### config.mk
export PLATFORM = sky130hd
export DESIGN_NAME = go_back_n_sender_top
export DESIGN_NICKNAME = d
export VERILOG_FILES = /design/src/hw/rtl/gbn_pkg.sv /design/src/hw/rtl/gbn_front.sv /design/src/hw/rtl/gbn_queue.sv /design/src/hw/rtl/gbn_back.sv /design/src/hw/rtl/go_back_n_sender_top.sv
export SDC_FILE = /design/constraint.sdc
export NUM_CORES = 1
export LEC_CHECK = 0
export BUFFER_PORTS_ARGS = -buffer_cell sky130_fd_sc_hd__buf_2
export CAP_MARGIN = 20
export CORE_MARGIN = 2
export CORE_UTILIZATION = 37
export DETAILED_ROUTE_END_ITERATION = 12
export PLACE_DENSITY_LB_ADDON = 0.15
export SLEW_MARGIN = 15
export SYNTH_ARGS = -nofsm -noshare
export SYNTH_HDL_FRONTEND = slang
export SYNTH_HIERARCHICAL = 1
export SYNTH_SLANG_ARGS = --single-unit
### constraint.sdc
create_clock -name clk -period 23.1 [get_ports clk]
set_input_delay 2.31 -clock clk [delete_from_list [all_inputs] [get_ports clk]]
set_output_delay 2.31 -clock clk [all_outputs]
set_load 0.1 [all_outputs]
### src/hw/rtl/gbn_pkg.sv
// ---------------------------------------------------------------------------
// gbn_pkg
// shared types and constants for the go-back-n sender window control
// ---------------------------------------------------------------------------
package gbn_pkg;

  localparam int SEQ_BITS   = 16;
  localparam int STATE_BITS = SEQ_BITS + 1;
  localparam int ADDR_BITS  = 3;

  typedef logic [STATE_BITS-1:0] seq_t;

  typedef enum logic [1:0] {
    CMD_START   = 2'd0,
    CMD_ACK     = 2'd1,
    CMD_TIMEOUT = 2'd2
  } cmd_t;

  // register select, taken from paddr[2]
  localparam logic REG_TOTAL_FRAMES = 1'b0;
  localparam logic REG_WIN_SIZE     = 1'b1;

  localparam logic [15:0] TOTAL_FRAMES_RESET = 16'd10;
  localparam logic [4:0]  WIN_SIZE_RESET     = 5'd4;

  // one run of sends handed from the front to the back
  typedef struct packed {
    logic sends;
    seq_t first_seq;
    seq_t last_seq;
    logic resend;
    logic done;
  } gbn_job_t;

endpackage

### src/hw/rtl/gbn_front.sv
// ---------------------------------------------------------------------------
// gbn_front
// decodes each request, updates window_base and next_to_send, and works out
// the range of frames the request sends
// ---------------------------------------------------------------------------
module gbn_front import gbn_pkg::*; #(
  parameter int WINDOW_MAX = 16
) (
  input  logic           clk,
  input  logic           rst,
  input  logic           in_valid,
  input  logic [1:0]     command,
  input  logic [15:0]    ack_number,
  input  logic [15:0]    total_frames,
  input  logic [4:0]     win_size,
  input  logic           job_ready,
  output logic           job_push,
  output gbn_job_t       job
);

  localparam int WW = $clog2(WINDOW_MAX + 1);

  seq_t           window_base;
  seq_t           next_to_send;
  seq_t           base_new;
  seq_t           next_start;
  seq_t           limit;
  seq_t           total_ext;
  seq_t           last_seq;
  logic [WW-1:0]  win_eff;
  logic           do_send;
  logic           resend;
  logic           ack_ok;

  assign total_ext = {1'b0, total_frames};
  assign ack_ok    = (window_base <= total_ext) && ({1'b0, ack_number} == window_base);

  always_comb begin
    if (win_size == 5'd0) begin
      win_eff = WW'(1);
    end else if (int'(win_size) > WINDOW_MAX) begin
      win_eff = WW'(WINDOW_MAX);
    end else begin
      win_eff = WW'(win_size);
    end
  end

  always_comb begin
    base_new   = window_base;
    next_start = next_to_send;
    do_send    = 1'b0;
    resend     = 1'b0;
    case (command)
      CMD_START: begin
        base_new   = STATE_BITS'(1);
        next_start = STATE_BITS'(1);
        do_send    = 1'b1;
      end
      CMD_ACK: begin
        if (ack_ok) begin
          base_new   = window_base + STATE_BITS'(1);
          next_start = (next_to_send < base_new) ? base_new : next_to_send;
          do_send    = 1'b1;
        end
      end
      CMD_TIMEOUT: begin
        next_start = window_base;
        do_send    = 1'b1;
        resend     = 1'b1;
      end
      default: begin
      end
    endcase
  end

  // last frame the window and the frame count allow
  assign limit    = base_new + STATE_BITS'(win_eff);
  assign last_seq = (limit <= total_ext) ? (limit - STATE_BITS'(1)) : total_ext;

  assign job_push       = in_valid && job_ready;
  assign job.sends      = do_send && (next_start <= last_seq);
  assign job.first_seq  = next_start;
  assign job.last_seq   = last_seq;
  assign job.resend     = resend;
  assign job.done       = base_new > total_ext;

  always_ff @(posedge clk) begin
    if (rst) begin
      window_base  <= STATE_BITS'(1);
      next_to_send <= STATE_BITS'(1);
    end else if (job_push) begin
      window_base <= base_new;
      if (job.sends) begin
        next_to_send <= last_seq + STATE_BITS'(1);
      end else if (do_send) begin
        next_to_send <= next_start;
      end
    end
  end

`ifndef NO_ASSERTIONS
  a_next_not_behind: assert property (@(posedge clk) disable iff (rst)
    next_to_send >= window_base)
    else $error("next_to_send fell behind window_base");

  a_run_in_window: assert property (@(posedge clk) disable iff (rst)
    (job_push && job.sends) |-> (job.first_seq >= base_new) &&
      (job.last_seq - job.first_seq < STATE_BITS'(WINDOW_MAX)))
    else $error("run leaves the window");

  a_state_moves: assert property (@(posedge clk) disable iff (rst)
    (job_push && job.sends) |=> next_to_send == $past(job.last_seq) + STATE_BITS'(1))
    else $error("next_to_send not past the run");
`endif

endmodule

### src/hw/rtl/gbn_queue.sv
// ---------------------------------------------------------------------------
// gbn_queue
// two-entry queue of runs between the front and the back
// ---------------------------------------------------------------------------
module gbn_queue import gbn_pkg::*; (
  input  logic      clk,
  input  logic      rst,
  input  logic      push,
  input  gbn_job_t  push_job,
  output logic      push_ready,
  input  logic      pop,
  output logic      pop_valid,
  output gbn_job_t  pop_job
);

  localparam int DEPTH = 2;
  localparam int PW    = $clog2(DEPTH);

  gbn_job_t        entries [DEPTH];
  logic [PW-1:0]   wr_ptr;
  logic [PW-1:0]   rd_ptr;
  logic [PW:0]     fill;

  assign push_ready = fill != (PW+1)'(DEPTH);
  assign pop_valid  = fill != '0;
  assign pop_job    = entries[rd_ptr];

  always_ff @(posedge clk) begin
    if (push) begin
      entries[wr_ptr] <= push_job;
    end
  end

  always_ff @(posedge clk) begin
    if (rst) begin
      wr_ptr <= '0;
      rd_ptr <= '0;
      fill   <= '0;
    end else begin
      if (push) begin
        wr_ptr <= wr_ptr + PW'(1);
      end
      if (pop) begin
        rd_ptr <= rd_ptr + PW'(1);
      end
      case ({push, pop})
        2'b10:   fill <= fill + (PW+1)'(1);
        2'b01:   fill <= fill - (PW+1)'(1);
        default: fill <= fill;
      endcase
    end
  end

`ifndef NO_ASSERTIONS
  a_no_overflow: assert property (@(posedge clk) disable iff (rst)
    push |-> push_ready)
    else $error("push into full queue");

  a_no_underflow: assert property (@(posedge clk) disable iff (rst)
    pop |-> pop_valid)
    else $error("pop from empty queue");

  a_fill_bound: assert property (@(posedge clk) disable iff (rst)
    fill <= (PW+1)'(DEPTH))
    else $error("queue fill out of range");
`endif

endmodule

### src/hw/rtl/gbn_back.sv
// ---------------------------------------------------------------------------
// gbn_back
// walks each run one frame per cycle into the output register, unless out_ready stalls it
// ---------------------------------------------------------------------------
module gbn_back import gbn_pkg::*; (
  input  logic                 clk,
  input  logic                 rst,
  input  logic                 job_valid,
  input  gbn_job_t             job,
  output logic                 job_pop,
  output logic                 out_valid,
  input  logic                 out_ready,
  output logic                 out_frame_valid,
  output logic [SEQ_BITS-1:0]  out_seq,
  output logic                 out_resend,
  output logic                 out_last,
  output logic                 out_done
);

  logic  active;
  seq_t  cur_seq;
  seq_t  run_last;
  logic  run_resend;
  logic  run_done;
  logic  advance;

  assign advance = !out_valid || out_ready;
  assign job_pop = advance && !active && job_valid;

  always_ff @(posedge clk) begin
    if (rst) begin
      out_valid <= 1'b0;
      active    <= 1'b0;
    end else if (advance) begin
      if (active) begin
        out_valid <= 1'b1;
        active    <= cur_seq != run_last;
      end else if (job_valid) begin
        out_valid <= 1'b1;
        active    <= job.sends && (job.first_seq != job.last_seq);
      end else begin
        out_valid <= 1'b0;
      end
    end
  end

  always_ff @(posedge clk) begin
    if (advance) begin
      if (active) begin
        out_frame_valid <= 1'b1;
        out_seq         <= cur_seq[SEQ_BITS-1:0];
        out_resend      <= run_resend;
        out_last        <= cur_seq == run_last;
        out_done        <= run_done;
        cur_seq         <= cur_seq + STATE_BITS'(1);
      end else if (job_valid) begin
        run_last   <= job.last_seq;
        run_resend <= job.resend;
        run_done   <= job.done;
        cur_seq    <= job.first_seq + STATE_BITS'(1);
        out_done   <= job.done;
        if (job.sends) begin
          out_frame_valid <= 1'b1;
          out_seq         <= job.first_seq[SEQ_BITS-1:0];
          out_resend      <= job.resend;
          out_last        <= job.first_seq == job.last_seq;
        end else begin
          // status-only item
          out_frame_valid <= 1'b0;
          out_seq         <= '0;
          out_resend      <= 1'b0;
          out_last        <= 1'b1;
        end
      end
    end
  end

`ifndef NO_ASSERTIONS
  a_status_form: assert property (@(posedge clk) disable iff (rst)
    (out_valid && !out_frame_valid) |-> out_last && (out_seq == '0) && !out_resend)
    else $error("malformed status item");

  a_active_has_item: assert property (@(posedge clk) disable iff (rst)
    active |-> out_valid && !out_last)
    else $error("run in progress without pending item");

  a_pop_when_free: assert property (@(posedge clk) disable iff (rst)
    job_pop |=> out_valid)
    else $error("popped run produced no item");
`endif

endmodule

### src/hw/rtl/go_back_n_sender_top.sv
// ---------------------------------------------------------------------------
// go_back_n_sender_top
// go-back-n sender window control with a register port
// ---------------------------------------------------------------------------
// channel  dir  tdata                         tuser                   tlast
// s_*      in   [15:0] ack_number             [1:0] command           -
// m_*      out  [15:0] seq_number,            [0] frame_valid,        last_of_run
//               [16] all_acknowledged         [1] is_resend
// apb      in   total_frames @0, win_size @4
//
// a request is decoded and queued when accepted; up to two runs wait in the
// queue. the back emits one result per cycle unless m_tready stalls it: a
// request gives one status item if it sends nothing, else one item per frame,
// at most WINDOW_MAX; the back's single output walker sets the rate.
// rst is synchronous and returns window_base, next_to_send and registers to
// their defaults. either side may stall; the queue decouples them.
// ---------------------------------------------------------------------------
module go_back_n_sender_top import gbn_pkg::*; #(
  parameter int WINDOW_MAX = 16
) (
  input  logic                  clk,
  input  logic                  rst,
  input  logic                  s_tvalid,
  output logic                  s_tready,
  input  logic [15:0]           s_tdata,   // [15:0] ack_number
  input  logic [1:0]            s_tuser,   // [1:0] command
  output logic                  m_tvalid,
  input  logic                  m_tready,
  output logic [23:0]           m_tdata,   // [15:0] seq_number, [16] all_acknowledged
  output logic [1:0]            m_tuser,   // [0] frame_valid, [1] is_resend
  output logic                  m_tlast,
  input  logic                  psel,
  input  logic                  penable,
  input  logic                  pwrite,
  input  logic [ADDR_BITS-1:0]  paddr,
  input  logic [31:0]           pwdata,
  output logic [31:0]           prdata,
  output logic                  pready
);

  logic [15:0]          total_frames;
  logic [4:0]           win_size;
  logic                 job_push;
  logic                 job_ready;
  gbn_job_t             push_job;
  logic                 job_pop;
  logic                 job_valid;
  gbn_job_t             head_job;
  logic                 out_frame_valid;
  logic [SEQ_BITS-1:0]  out_seq;
  logic                 out_resend;
  logic                 out_done;

  // register port
  assign pready = 1'b1;

  always_ff @(posedge clk) begin
    if (rst) begin
      total_frames <= TOTAL_FRAMES_RESET;
      win_size     <= WIN_SIZE_RESET;
    end else if (psel && penable && pwrite) begin
      unique case (paddr[2])
        REG_TOTAL_FRAMES: total_frames <= pwdata[15:0];
        REG_WIN_SIZE:     win_size     <= pwdata[4:0];
        default: begin
        end
      endcase
    end
  end

  always_comb begin
    unique case (paddr[2])
      REG_TOTAL_FRAMES: prdata = {16'd0, total_frames};
      REG_WIN_SIZE:     prdata = {27'd0, win_size};
      default:          prdata = '0;
    endcase
  end

  assign s_tready = job_ready;

  gbn_front #(
    .WINDOW_MAX (WINDOW_MAX)
  ) u_front (
    .clk          (clk),
    .rst          (rst),
    .in_valid     (s_tvalid),
    .command      (s_tuser),
    .ack_number   (s_tdata),
    .total_frames (total_frames),
    .win_size     (win_size),
    .job_ready    (job_ready),
    .job_push     (job_push),
    .job          (push_job)
  );

  gbn_queue u_queue (
    .clk        (clk),
    .rst        (rst),
    .push       (job_push),
    .push_job   (push_job),
    .push_ready (job_ready),
    .pop        (job_pop),
    .pop_valid  (job_valid),
    .pop_job    (head_job)
  );

  gbn_back u_back (
    .clk             (clk),
    .rst             (rst),
    .job_valid       (job_valid),
    .job             (head_job),
    .job_pop         (job_pop),
    .out_valid       (m_tvalid),
    .out_ready       (m_tready),
    .out_frame_valid (out_frame_valid),
    .out_seq         (out_seq),
    .out_resend      (out_resend),
    .out_last        (m_tlast),
    .out_done        (out_done)
  );

  assign m_tdata = {7'd0, out_done, out_seq};
  assign m_tuser = {out_resend, out_frame_valid};

endmodule
==> results of run 1 <==
==> area by class of cell <==
| cell class | instances | area [µm²] | share of cell area (%) |
|---|---|---|---|
| well taps | 468 | 585.6 | 3.914 |
| repair buffers | 91 | 515.5 | 3.446 |
| flip-flops and latches | 192 | 5146 | 34.40 |
| inverters | 70 | 267.8 | 1.790 |
| clock buffers | 20 | 456.7 | 3.053 |
| clock inverters | 12 | 140.1 | 0.9367 |
| multi-input cells | 1054 | 7849 | 52.46 |
==> critical path, delay by kind of cell <==
family / cells / cell delay [ns]
adder cells (fa/ha/maj): 3 / 1.15
AND/OR/NAND/NOR: 11 / 2.43
AO/OA/AOI/OAI: 19 / 5.36
XOR/XNOR: 2 / 0.66
buffers and inverters: 3 / 0.60
multiplexers: 1 / 0.34
==> per-layer routing <==
metal	vias up	part of all wire, %
met4	0	3.2
met1	5074	46
li1	5124	-
met2	238	47
met3	53	3.4
met5	-	0
==> state kept, by name, indices dropped and copies added (netlist names), 2 cells and up, named ones only <==
signal,flops
u_back/run_last,17
u_queue/entries,74
win_size,5
total_frames,16
u_back/cur_seq,17
u_front/window_base,17
u_queue/fill,2
u_front/next_to_send,17
u_back/out_seq,16
==> stage by stage <==
stage | area, µm² | hold slack (ns) | total power (W) | setup WS, ns | utilization [%]
2_1_floorplan | 13840 | 0.4495 | 0.001185 | 13.53 | -
3_3_place_gp | 14320 | 0.4767 | 0.001348 | 10.24 | 39.11
3_5_place_dp | 14320 | 0.4850 | 0.001356 | 10.20 | 39.11
4_1_cts | 14920 | 0.4970 | 0.001664 | 10.64 | 40.74
5_1_grt | 14960 | 0.5030 | 0.001751 | 9.725 | 40.86
6_report | 14960 | 0.4924 | 0.001656 | 10.48 | 40.86
==> worst paths after layout <==
kind | end | slack (ns) | from
worst max register to register | u_front/next_to_send[6]$_SDFFE_PP0P_ | 11.67 | u_front/window_base[8]$_SDFFE_PP0P_
worst max-delay path | u_front/next_to_send[6]$_SDFFE_PP0P_ | 10.48 | s_tdata[5]
worst min-delay path | u_front/next_to_send[8]$_SDFFE_PP0P_ | 0.49 | u_front/next_to_send[8]$_SDFFE_PP0P_
worst min register to register | u_front/next_to_send[8]$_SDFFE_PP0P_ | 0.49 | u_front/next_to_send[8]$_SDFFE_PP0P_
==> synthesized netlist by cell type, types with 5 or more instances <==
cell type,count
sky130_fd_sc_hd__o21ai_1,5
sky130_fd_sc_hd__a211oi_1,21
sky130_fd_sc_hd__o31ai_1,6
sky130_fd_sc_hd__clkbuf_1,38
sky130_fd_sc_hd__a22oi_1,5
sky130_fd_sc_hd__o21ai_0,54
sky130_fd_sc_hd__nand2b_1,42
sky130_fd_sc_hd__o21a_1,21
sky130_fd_sc_hd__a2111oi_0,5
sky130_fd_sc_hd__xnor2_1,83
sky130_fd_sc_hd__nand2_1,92
sky130_fd_sc_hd__buf_2,12
sky130_fd_sc_hd__nor2b_1,22
sky130_fd_sc_hd__mux2_2,17
sky130_fd_sc_hd__xor2_1,28
sky130_fd_sc_hd__ha_1,90
sky130_fd_sc_hd__a2bb2oi_1,7
sky130_fd_sc_hd__and2_1,15
sky130_fd_sc_hd__a21o_1,20
sky130_fd_sc_hd__or3_1,7
sky130_fd_sc_hd__nor2_1,88
sky130_fd_sc_hd__a22o_1,26
sky130_fd_sc_hd__mux2_1,34
sky130_fd_sc_hd__nand4_1,41
sky130_fd_sc_hd__inv_1,66
sky130_fd_sc_hd__buf_4,36
sky130_fd_sc_hd__nor4_1,9
sky130_fd_sc_hd__buf_6,7
sky130_fd_sc_hd__o211ai_1,10
sky130_fd_sc_hd__edfxtp_1,130
sky130_fd_sc_hd__and3_1,11
sky130_fd_sc_hd__or2_2,8
sky130_fd_sc_hd__a21oi_1,54
sky130_fd_sc_hd__dfxtp_1,62
sky130_fd_sc_hd__nor3_1,20
sky130_fd_sc_hd__mux2i_1,50
sky130_fd_sc_hd__nand3_1,39
==> power breakdown <==
part	internal, W	total (W)	switching [W]
combinational	0.000242	0.000781	0.000539
clock	0.000160	0.000303	0.000144
sequential	0.000504	0.000572	0.0000672
total	0.000906	0.00166	0.000750
==> cell families after synthesis <==
family          count (synthesis)
compound gates                293
xor+xnor                      114
fa+ha+maj                      91
buf+inv                       167
flops                         192
mux                           102
other cells                     2
simple gates                  430
==> impl_metrics.env, run 1 <==
export IMPL_outcome="finished clean"
export IMPL_yosys_cell_types_count=99
export IMPL_num_vias=10490
export IMPL_cts_tree="done"
export IMPL_cpMaxStageDelayCell="sky130_fd_sc_hd__o21ai_0"
export IMPL_synth_top_area_cell="sky130_fd_sc_hd__edfxtp_1"
export IMPL_cts_buffers=17
export IMPL_power_density_cell_area_nw_per_um2=110.7
export IMPL_grt_met2_usage_pct=34.60
export IMPL_drc=0
export IMPL_routedWlPerCell_um=20.86
export IMPL_antenna_left=0
export IMPL_wire_length_of_the_first_global_routing_pass_um=60100
export IMPL_die_area_um2=38730
export IMPL_fin_crit_ns=12.62
export IMPL_post_route_cells_drive_above_1_share_pct=13.55
export IMPL_detailed_place_hpwl_um=30520
export IMPL_finalWeightedCongestion=0.8984
export IMPL_die_w_um=196.8
export IMPL_chipHeight_um=196.8
export IMPL_ys_warn_count=6
export IMPL_max_slew_margin_pct=26.87
export IMPL_fmaxAchievable_mhz=79.26
export IMPL_layout_common_cells="130 x sky130_fd_sc_hd__edfxtp_1, 92 x sky130_fd_sc_hd__nand2_1, 90 x sky130_fd_sc_hd__ha_1"
export IMPL_clock_latency_ns=0.44
export IMPL_worstSetupEndpointType="flop"
export IMPL_fin_cells=1907
export IMPL_timing_final_setup_violations=0
export IMPL_grt_busiest_layer="met2"
export IMPL_async_sr_flop_fraction_pct=0
export IMPL_synth_top_cells_by_area="sky130_fd_sc_hd__edfxtp_1 28%, sky130_fd_sc_hd__dfxtp_1 9.0%, sky130_fd_sc_hd__ha_1 8.2%"
export IMPL_mostFrequentLayoutCell="sky130_fd_sc_hd__edfxtp_1"
export IMPL_holdCritPathClass="flop to flop"
export IMPL_finalHoldViolations=0
export IMPL_slew_violations=0
export IMPL_vdd_ir_drop_worst_mv=0.06138
export IMPL_detail_route_vias_per_cell=5.500
export IMPL_overflow=0
export IMPL_grt_pass1_vias=10170
export IMPL_cts_root_buffer_cell="sky130_fd_sc_hd__clkbuf_16"
export IMPL_cp_data_required_time_ns=23.40
export IMPL_yosysSeqAreaShare_pct=37.41
export IMPL_setup_repair_after_global_routing_missed_its_margin="no"
export IMPL_port_buffer_count=79
export IMPL_yosys_area_top_type_share_pct=28.38
export IMPL_whs_path_depth=2
export IMPL_netlist_instances=1391
export IMPL_floorplan_initialDensity_pct=37.57
export IMPL_floorplan_rows=70
export IMPL_number_of_antenna_violations_at_the_first_check_in_global_routing=0
export IMPL_setup_worst_path_start_class="input port"
export IMPL_critPathMaxFanout=18
export IMPL_grt_use_met1_pct=26.90
export IMPL_grtUsageTotal_pct=20.56
export IMPL_initialDrtViolationCount=661
export IMPL_synthMuxAreaShare_pct=7.923
export IMPL_total_leakage_power_nw=5.818
export IMPL_htree_levels=4
export IMPL_syn_area_per_cell_um2=9.888
export IMPL_met3_usage_pct=2.704
export IMPL_clock_sink_count=192
export IMPL_ioPinCount=122
export IMPL_clkTransAtPathRegs_ns=0.07
export IMPL_cts_hold_fix_buffers=0
export IMPL_yosys_area_share_simple_pct=17.07
export IMPL_ff2ff_path_depth=38
export IMPL_core_area_um2=36610
export IMPL_cp_data_arrival_time_ns=12.91
export IMPL_tightestPinTransition_ns=1.086
export IMPL_synth_adder_area_share_pct=8.333
export IMPL_cts_repair_timing_setup_buffer_count=0
export IMPL_synth_edf_count=130
export IMPL_areaGrowthSynthToFinish_pct=8.769
export IMPL_placed_cells=1873
export IMPL_fraction_of_the_mapped_netlist_area_in_compound_gates_pct=15.61
export IMPL_crit_path_max_incr_delay_ns=0.89
export IMPL_synth_ff_latch_count=192
export IMPL_grt_start_max_net_pins=57
export IMPL_tns_ns=0
export IMPL_wl_um=39780
export IMPL_nNetsFinal=1577
export IMPL_post_route_period_util_pct=54.62
export IMPL_clock_skew_final_ns=0.01791
export IMPL_antenna_cells=0
export IMPL_drv_max_cap_violation_count=0
export IMPL_clockBufferDepth=2
export IMPL_critPathKind="input port to flop"
export IMPL_number_of_iterations_in_the_first_detailed_routing_pass=6
export IMPL_synth_top_family_by_area="simple AND/OR/NAND/NOR gates"
export IMPL_cts_resized=0
export IMPL_synth_xor_area_share_pct=7.423
export IMPL_top_ff_cell_synth="sky130_fd_sc_hd__edfxtp_1"
export IMPL_syn_cell_area_um2=13750
export IMPL_fill_cells=3602
Power figures use the tool's default switching activity.
==> run 2, diff against run 1 <==
==> constraint.sdc (replaced) <==
create_clock -name clk -period 10.7 [get_ports clk]
set_input_delay 1.07 -clock clk [delete_from_list [all_inputs] [get_ports clk]]
set_output_delay 1.07 -clock clk [all_outputs]
set_load 0.1 [all_outputs]
==> impl_metrics.env, run 2 (same netlist as run 1, synthesis figures left out) <==
export IMPL_cts_root_buffer_cell="sky130_fd_sc_hd__clkbuf_16"
export IMPL_wire_length_of_the_first_global_routing_pass_um=62160
export IMPL_cts_tree="done"
export IMPL_setup_ws_ns=0.9706
export IMPL_clock_sink_count=192
export IMPL_tns_ns=0
export IMPL_critPathKind="input port to flop"
export IMPL_crit_path_max_incr_delay_ns=0.58
export IMPL_grt_pass1_vias=10530
export IMPL_cp_data_arrival_time_ns=10.10
export IMPL_cpMaxStageDelayCell="sky130_fd_sc_hd__nor4_4"
export IMPL_slew_violations=0
export IMPL_initialDrtViolationCount=747
export IMPL_wl_um=40360
export IMPL_drv_max_cap_violation_count=0
export IMPL_core_area_um2=36610
export IMPL_cts_hold_fix_buffers=0
export IMPL_placedInstanceArea_um2=14710
export IMPL_clock_latency_ns=0.46
export IMPL_cts_repair_timing_setup_buffer_count=0
export IMPL_biggest_register="u_queue/entries"
export IMPL_tightestPinTransition_ns=1.020
export IMPL_die_area_um2=38730
export IMPL_number_of_antenna_violations_at_the_first_check_in_global_routing=0
export IMPL_fin_crit_ns=9.729
export IMPL_num_vias=10710
export IMPL_ioPinCount=122
export IMPL_mostFrequentLayoutCell="sky130_fd_sc_hd__edfxtp_1"
export IMPL_detailed_place_hpwl_um=31220
export IMPL_power_density_cell_area_nw_per_um2=238.3
export IMPL_holdCritPathClass="flop to flop"
export IMPL_nNetsFinal=1629
export IMPL_finalWeightedCongestion=0.9109
export IMPL_areaGrowthSynthToFinish_pct=11.49
export IMPL_number_of_iterations_in_the_first_detailed_routing_pass=9
export IMPL_cts_buffers=17
export IMPL_vdd_ir_drop_worst_mv=0.1271
export IMPL_setup_repair_after_global_routing_missed_its_margin="no"
export IMPL_sequential_cell_area_um2=5146
export IMPL_critPathMaxFanout=8
export IMPL_timing_final_setup_violations=0
export IMPL_area_occupied_by_multi_input_gates_um2=7849
export IMPL_port_buffer_count=79
export IMPL_post_route_period_util_pct=90.93
export IMPL_die_w_um=196.8
export IMPL_layout_common_cells="130 x sky130_fd_sc_hd__edfxtp_1, 92 x sky130_fd_sc_hd__nand2_1, 90 x sky130_fd_sc_hd__ha_1"
export IMPL_drc=0
export IMPL_chipHeight_um=196.8
export IMPL_grt_start_max_net_pins=80
export IMPL_outcome="finished clean"
export IMPL_placed_cells=1925
export IMPL_clockBufferDepth=2
export IMPL_routedWlPerCell_um=20.60
export IMPL_antenna_cells=0
export IMPL_overflow=0
export IMPL_detail_route_vias_per_cell=5.466
export IMPL_fmaxAchievable_mhz=102.8
export IMPL_worstSetupEndpointType="flop"
export IMPL_path_common_cell="sky130_fd_sc_hd__nand2_1"
export IMPL_ff2ff_path_depth=42
export IMPL_final_std_cell_area_no_fill_um2=15330
export IMPL_whs_path_depth=2
export IMPL_antenna_left=0
export IMPL_cp_data_required_time_ns=11.07
export IMPL_floorplan_initialDensity_pct=37.57
export IMPL_largest_register_ff_count=74
export IMPL_total_leakage_power_nw=6.053
export IMPL_fill_cells=3652
export IMPL_finalHoldViolations=0
export IMPL_max_slew_margin_pct=32.01
export IMPL_pre_cts_ws_ns=0.7360
export IMPL_floorplan_rows=70
export IMPL_post_route_cells_drive_above_1_share_pct=16.50
export IMPL_clkTransAtPathRegs_ns=0.08
export IMPL_fin_cells=1959
export IMPL_cts_resized=0
export IMPL_grtUsageTotal_pct=21.27
export IMPL_clock_skew_final_ns=0.01813
export IMPL_setup_worst_path_start_class="input port"
export IMPL_htree_levels=4
[run 2: changes by cell type in the layout (fill, tap and decap cells not counted), sizes merged]
| cell | change |
|---|---|
| buf | +53 |
| bufinv | -1 |
| clkinv | +1 |
| inv | -1 |
[run 2: worst paths after layout]
| path | startpoint | slack [ns] | to |
|---|---|---|---|
| max | s_tdata[5] | 0.97 | u_front/next_to_send[16]$_SDFFE_PP0P_ |
| min reg2reg | total_frames[14]$_SDFFE_PP0P_ | 0.49 | total_frames[14]$_SDFFE_PP0P_ |
| min | total_frames[14]$_SDFFE_PP0P_ | 0.49 | total_frames[14]$_SDFFE_PP0P_ |
| max reg2reg | total_frames[12]$_SDFFE_PP0P_ | 0.98 | u_front/next_to_send[16]$_SDFFE_PP0P_ |
[run 2: critical path: cells and delay by family]
kind | cells | cell delay, ns
buffers and inverters | 5 | 0.73
adder cells (fa/ha/maj) | 3 | 0.77
XOR/XNOR | 2 | 0.51
AND/OR/NAND/NOR | 13 | 3.42
multiplexers | 1 | 0.37
AO/OA/AOI/OAI | 15 | 3.21
[run 2: power by group]
part	switching, W	leakage (nW)	internal, W
combinational	0.00120	4.01	0.000599
clock	0.000315	0.285	0.000322
sequential	0.000130	1.75	0.00109
[run 2: layout make-up]
cell class	instances	share of cell area, %
repair buffers	143	5.924
clock inverters	11	0.7670
multi-input cells	1054	51.18
well taps	468	3.819
clock buffers	21	3.003
flip-flops and latches	192	33.56
inverters	70	1.746
[run 2: through the flow]
stage / hold WS, ns / util, % / power (W)
2_1_floorplan: 0.4495 / - / 0.002559
3_3_place_gp: 0.4777 / 40.18 / 0.003002
3_5_place_dp: 0.4859 / 40.18 / 0.003021
4_1_cts: 0.4983 / 41.76 / 0.003669
5_1_grt: 0.5260 / 41.89 / 0.003873
6_report: 0.4907 / 41.89 / 0.003654
[run 2: layer usage]
layer  routed length (µm)  track usage (%)
met5                    0                0
met4                 1216            7.101
met2                19700            36.80
met1                17730            27.10
met3                 1712            3.251
==> run 3, diff against run 2 <==
==> constraint.sdc (replaced) <==
create_clock -name clk -period 8.7 [get_ports clk]
set_input_delay 0.87 -clock clk [delete_from_list [all_inputs] [get_ports clk]]
set_output_delay 0.87 -clock clk [all_outputs]
set_load 0.1 [all_outputs]
==> impl_metrics.env, run 3 (same netlist as run 1, synthesis figures left out) <==
export IMPL_outcome="finished clean"
export IMPL_power_frac_clock_pct=17.6
export IMPL_whs_endpoint="u_front/next_to_send[1]$_SDFFE_PP0P_"
export IMPL_clock_sink_count=192
export IMPL_slew_violations=0
export IMPL_finalWeightedCongestion=0.9393
export IMPL_tns_ns=0
export IMPL_grtUsageTotal_pct=22.00
export IMPL_ff2ff_path_depth=45
export IMPL_ff_to_ff_end="u_front/next_to_send[14]$_SDFFE_PP0P_"
export IMPL_combinationalPowerShare_pct=51.3
export IMPL_cts_tree="done"
export IMPL_fmaxAchievable_mhz=121.1
export IMPL_die_w_um=196.8
export IMPL_wl_um=42050
export IMPL_initialDrtViolationCount=719
export IMPL_mostFrequentLayoutCell="sky130_fd_sc_hd__buf_4"
export IMPL_clock_latency_ns=0.45
export IMPL_floorplan_initialDensity_pct=37.57
export IMPL_setup_worst_path_start="total_frames[14]$_SDFFE_PP0P_"
export IMPL_vdd_ir_drop_worst_mv=0.1615
export IMPL_antenna_cells=0
export IMPL_cts_root_buffer_cell="sky130_fd_sc_hd__clkbuf_16"
export IMPL_holdCritPathClass="flop to flop"
export IMPL_critPathKind="flop to flop"
export IMPL_antenna_left=0
export IMPL_port_buffer_count=79
export IMPL_cts_buffers=17
export IMPL_biggest_register="u_queue/entries"
export IMPL_area_occupied_by_multi_input_gates_um2=8060
export IMPL_number_of_iterations_in_the_first_detailed_routing_pass=5
export IMPL_cp_data_arrival_time_ns=8.59
export IMPL_regToRegStartpoint="total_frames[14]$_SDFFE_PP0P_"
export IMPL_htree_levels=4
export IMPL_sw_pwr_w=0.002114
export IMPL_clockBufferDepth=2
export IMPL_largest_register_ff_count=74
export IMPL_power_switching_fraction_pct=44.95
export IMPL_seq_power_share_pct=31.1
export IMPL_cpMaxStageDelayCell="sky130_fd_sc_hd__dfxtp_1"
export IMPL_tightestPinTransition_ns=1.034
export IMPL_core_area_um2=36610
export IMPL_post_route_cells_drive_above_1_share_pct=25.45
export IMPL_overflow=0
export IMPL_max_slew_margin_pct=31.07
export IMPL_cp_data_required_time_ns=9.03
export IMPL_path_common_cell="sky130_fd_sc_hd__buf_4"
export IMPL_total_leakage_power_nw=6.710
export IMPL_worstSetupEndpointType="flop"
export IMPL_ioPinCount=122
export IMPL_routedWlPerCell_um=20.23
export IMPL_hold_ws_ns=0.4899
export IMPL_clkTransAtPathRegs_ns=0.08
export IMPL_crit_path_max_incr_delay_ns=0.35
export IMPL_detailed_place_hpwl_um=32750
export IMPL_drc=0
export IMPL_detail_route_vias_per_cell=5.360
export IMPL_critPathMaxFanout=9
export IMPL_power_density_cell_area_nw_per_um2=285.0
export IMPL_number_of_antenna_violations_at_the_first_check_in_global_routing=0
export IMPL_finalHoldViolations=0
export IMPL_num_vias=11140
export IMPL_clock_skew_final_ns=0.01507
export IMPL_timing_final_setup_violations=0
export IMPL_layout_common_cells="180 x sky130_fd_sc_hd__buf_4, 130 x sky130_fd_sc_hd__edfxtp_1, 90 x sky130_fd_sc_hd__nand2_1"
export IMPL_drv_max_cap_violation_count=0
export IMPL_nNetsFinal=1749
export IMPL_fin_crit_ns=8.260
export IMPL_setup_worst_path_start_class="flop"
export IMPL_cts_hold_fix_buffers=0
export IMPL_fill_cells=3544
export IMPL_post_route_period_util_pct=94.95
export IMPL_hold_path_startpoint="u_front/next_to_send[1]$_SDFFE_PP0P_"
export IMPL_floorplan_rows=70
export IMPL_sequential_cell_area_um2=5146
export IMPL_grt_start_max_net_pins=80
export IMPL_chipHeight_um=196.8
export IMPL_p_int_w=0.002589
export IMPL_die_area_um2=38730
export IMPL_grt_pass1_vias=10830
export IMPL_whs_path_depth=2
export IMPL_areaGrowthSynthToFinish_pct=19.99
export IMPL_wire_length_of_the_first_global_routing_pass_um=64180
export IMPL_r2r_setup_slack_ns=0.44
run 3: cell types whose count changed in the layout (fill, tap and decap cells not counted), sizes merged:
cell	before	now
inv	74	79
buf	143	262
clkbuf	21	18
clkinv	7	6
run 3: repair_timing:
item	in CTS	in global routing
gates resized for setup	6	47
pin swaps	1	15
setup endpoints to repair	15	19
cloned	0	1
setup buffers	0	11
run 3: worst max path at each step:
stage	endpoint	slack [ns]
6_report	u_front/next_to_send[14]$_SDFFE_PP0P_	0.44
5_1_grt	u_front/next_to_send[3]$_SDFFE_PP0P_	-0.03
3_5_place_dp	u_front/next_to_send[4]$_SDFFE_PP0P_	-0.15
4_1_cts	u_front/next_to_send[4]$_SDFFE_PP0P_	0.04
2_1_floorplan	u_front/next_to_send[4]$_SDFFE_PP0P_	0.57
3_3_place_gp	u_front/next_to_send[4]$_SDFFE_PP0P_	-0.07
run 3: layout make-up:
class	count	area share, %
clock buffers	17	2.578
flip-flops and latches	192	31.18
inverters	70	1.622
multi-input cells	1054	48.84
well taps	468	3.548
clock inverters	15	1.183
repair buffers	263	11.05
run 3: power groups by stage:
stage | sequential, W | combinational [W] | clock (W)
6_report | 0.00146 | 0.00241 | 0.000827
3_5_place_dp | 0.00149 | 0.00230 | 0
2_1_floorplan | 0.00178 | 0.00137 | 0
3_3_place_gp | 0.00148 | 0.00228 | 0
5_1_grt | 0.00149 | 0.00260 | 0.000889
4_1_cts | 0.00147 | 0.00232 | 0.000849
run 3: layer usage:
metal / vias to the layer above / part of all wire, % / GRT usage [%]
li1: 5460 / - / -
met1: 5323 / 44 / 28.08
met2: 291 / 48 / 37.00
met3: 70 / 4.1 / 3.525
met4: 0 / 3.8 / 9.273
met5: - / 0 / 0
run 3: worst max-delay path, delay by kind of cell (launching register included):
kind,cells,cell delay (ns)
fa+ha+maj,5,1.52
flops,1,0.35
compound gates,19,3.03
simple gates,10,1.53
xor+xnor,1,0.17
buf+inv,9,1.22
mux,1,0.31
run 3: per-stage QoR:
stage	setup slack, ns	instances	power [W]	area (µm²)	utilization (%)
after floorplan	0.5740	1413	0.003147	13840	-
after global placement	-0.06787	2034	0.003763	15540	42.45
after detailed placement	-0.1542	2034	0.003785	15540	42.45
after CTS	0.04217	2066	0.004632	16180	44.19
after global routing	-0.03159	2079	0.004980	16500	45.08
final	0.4397	2079	0.004703	16500	45.08
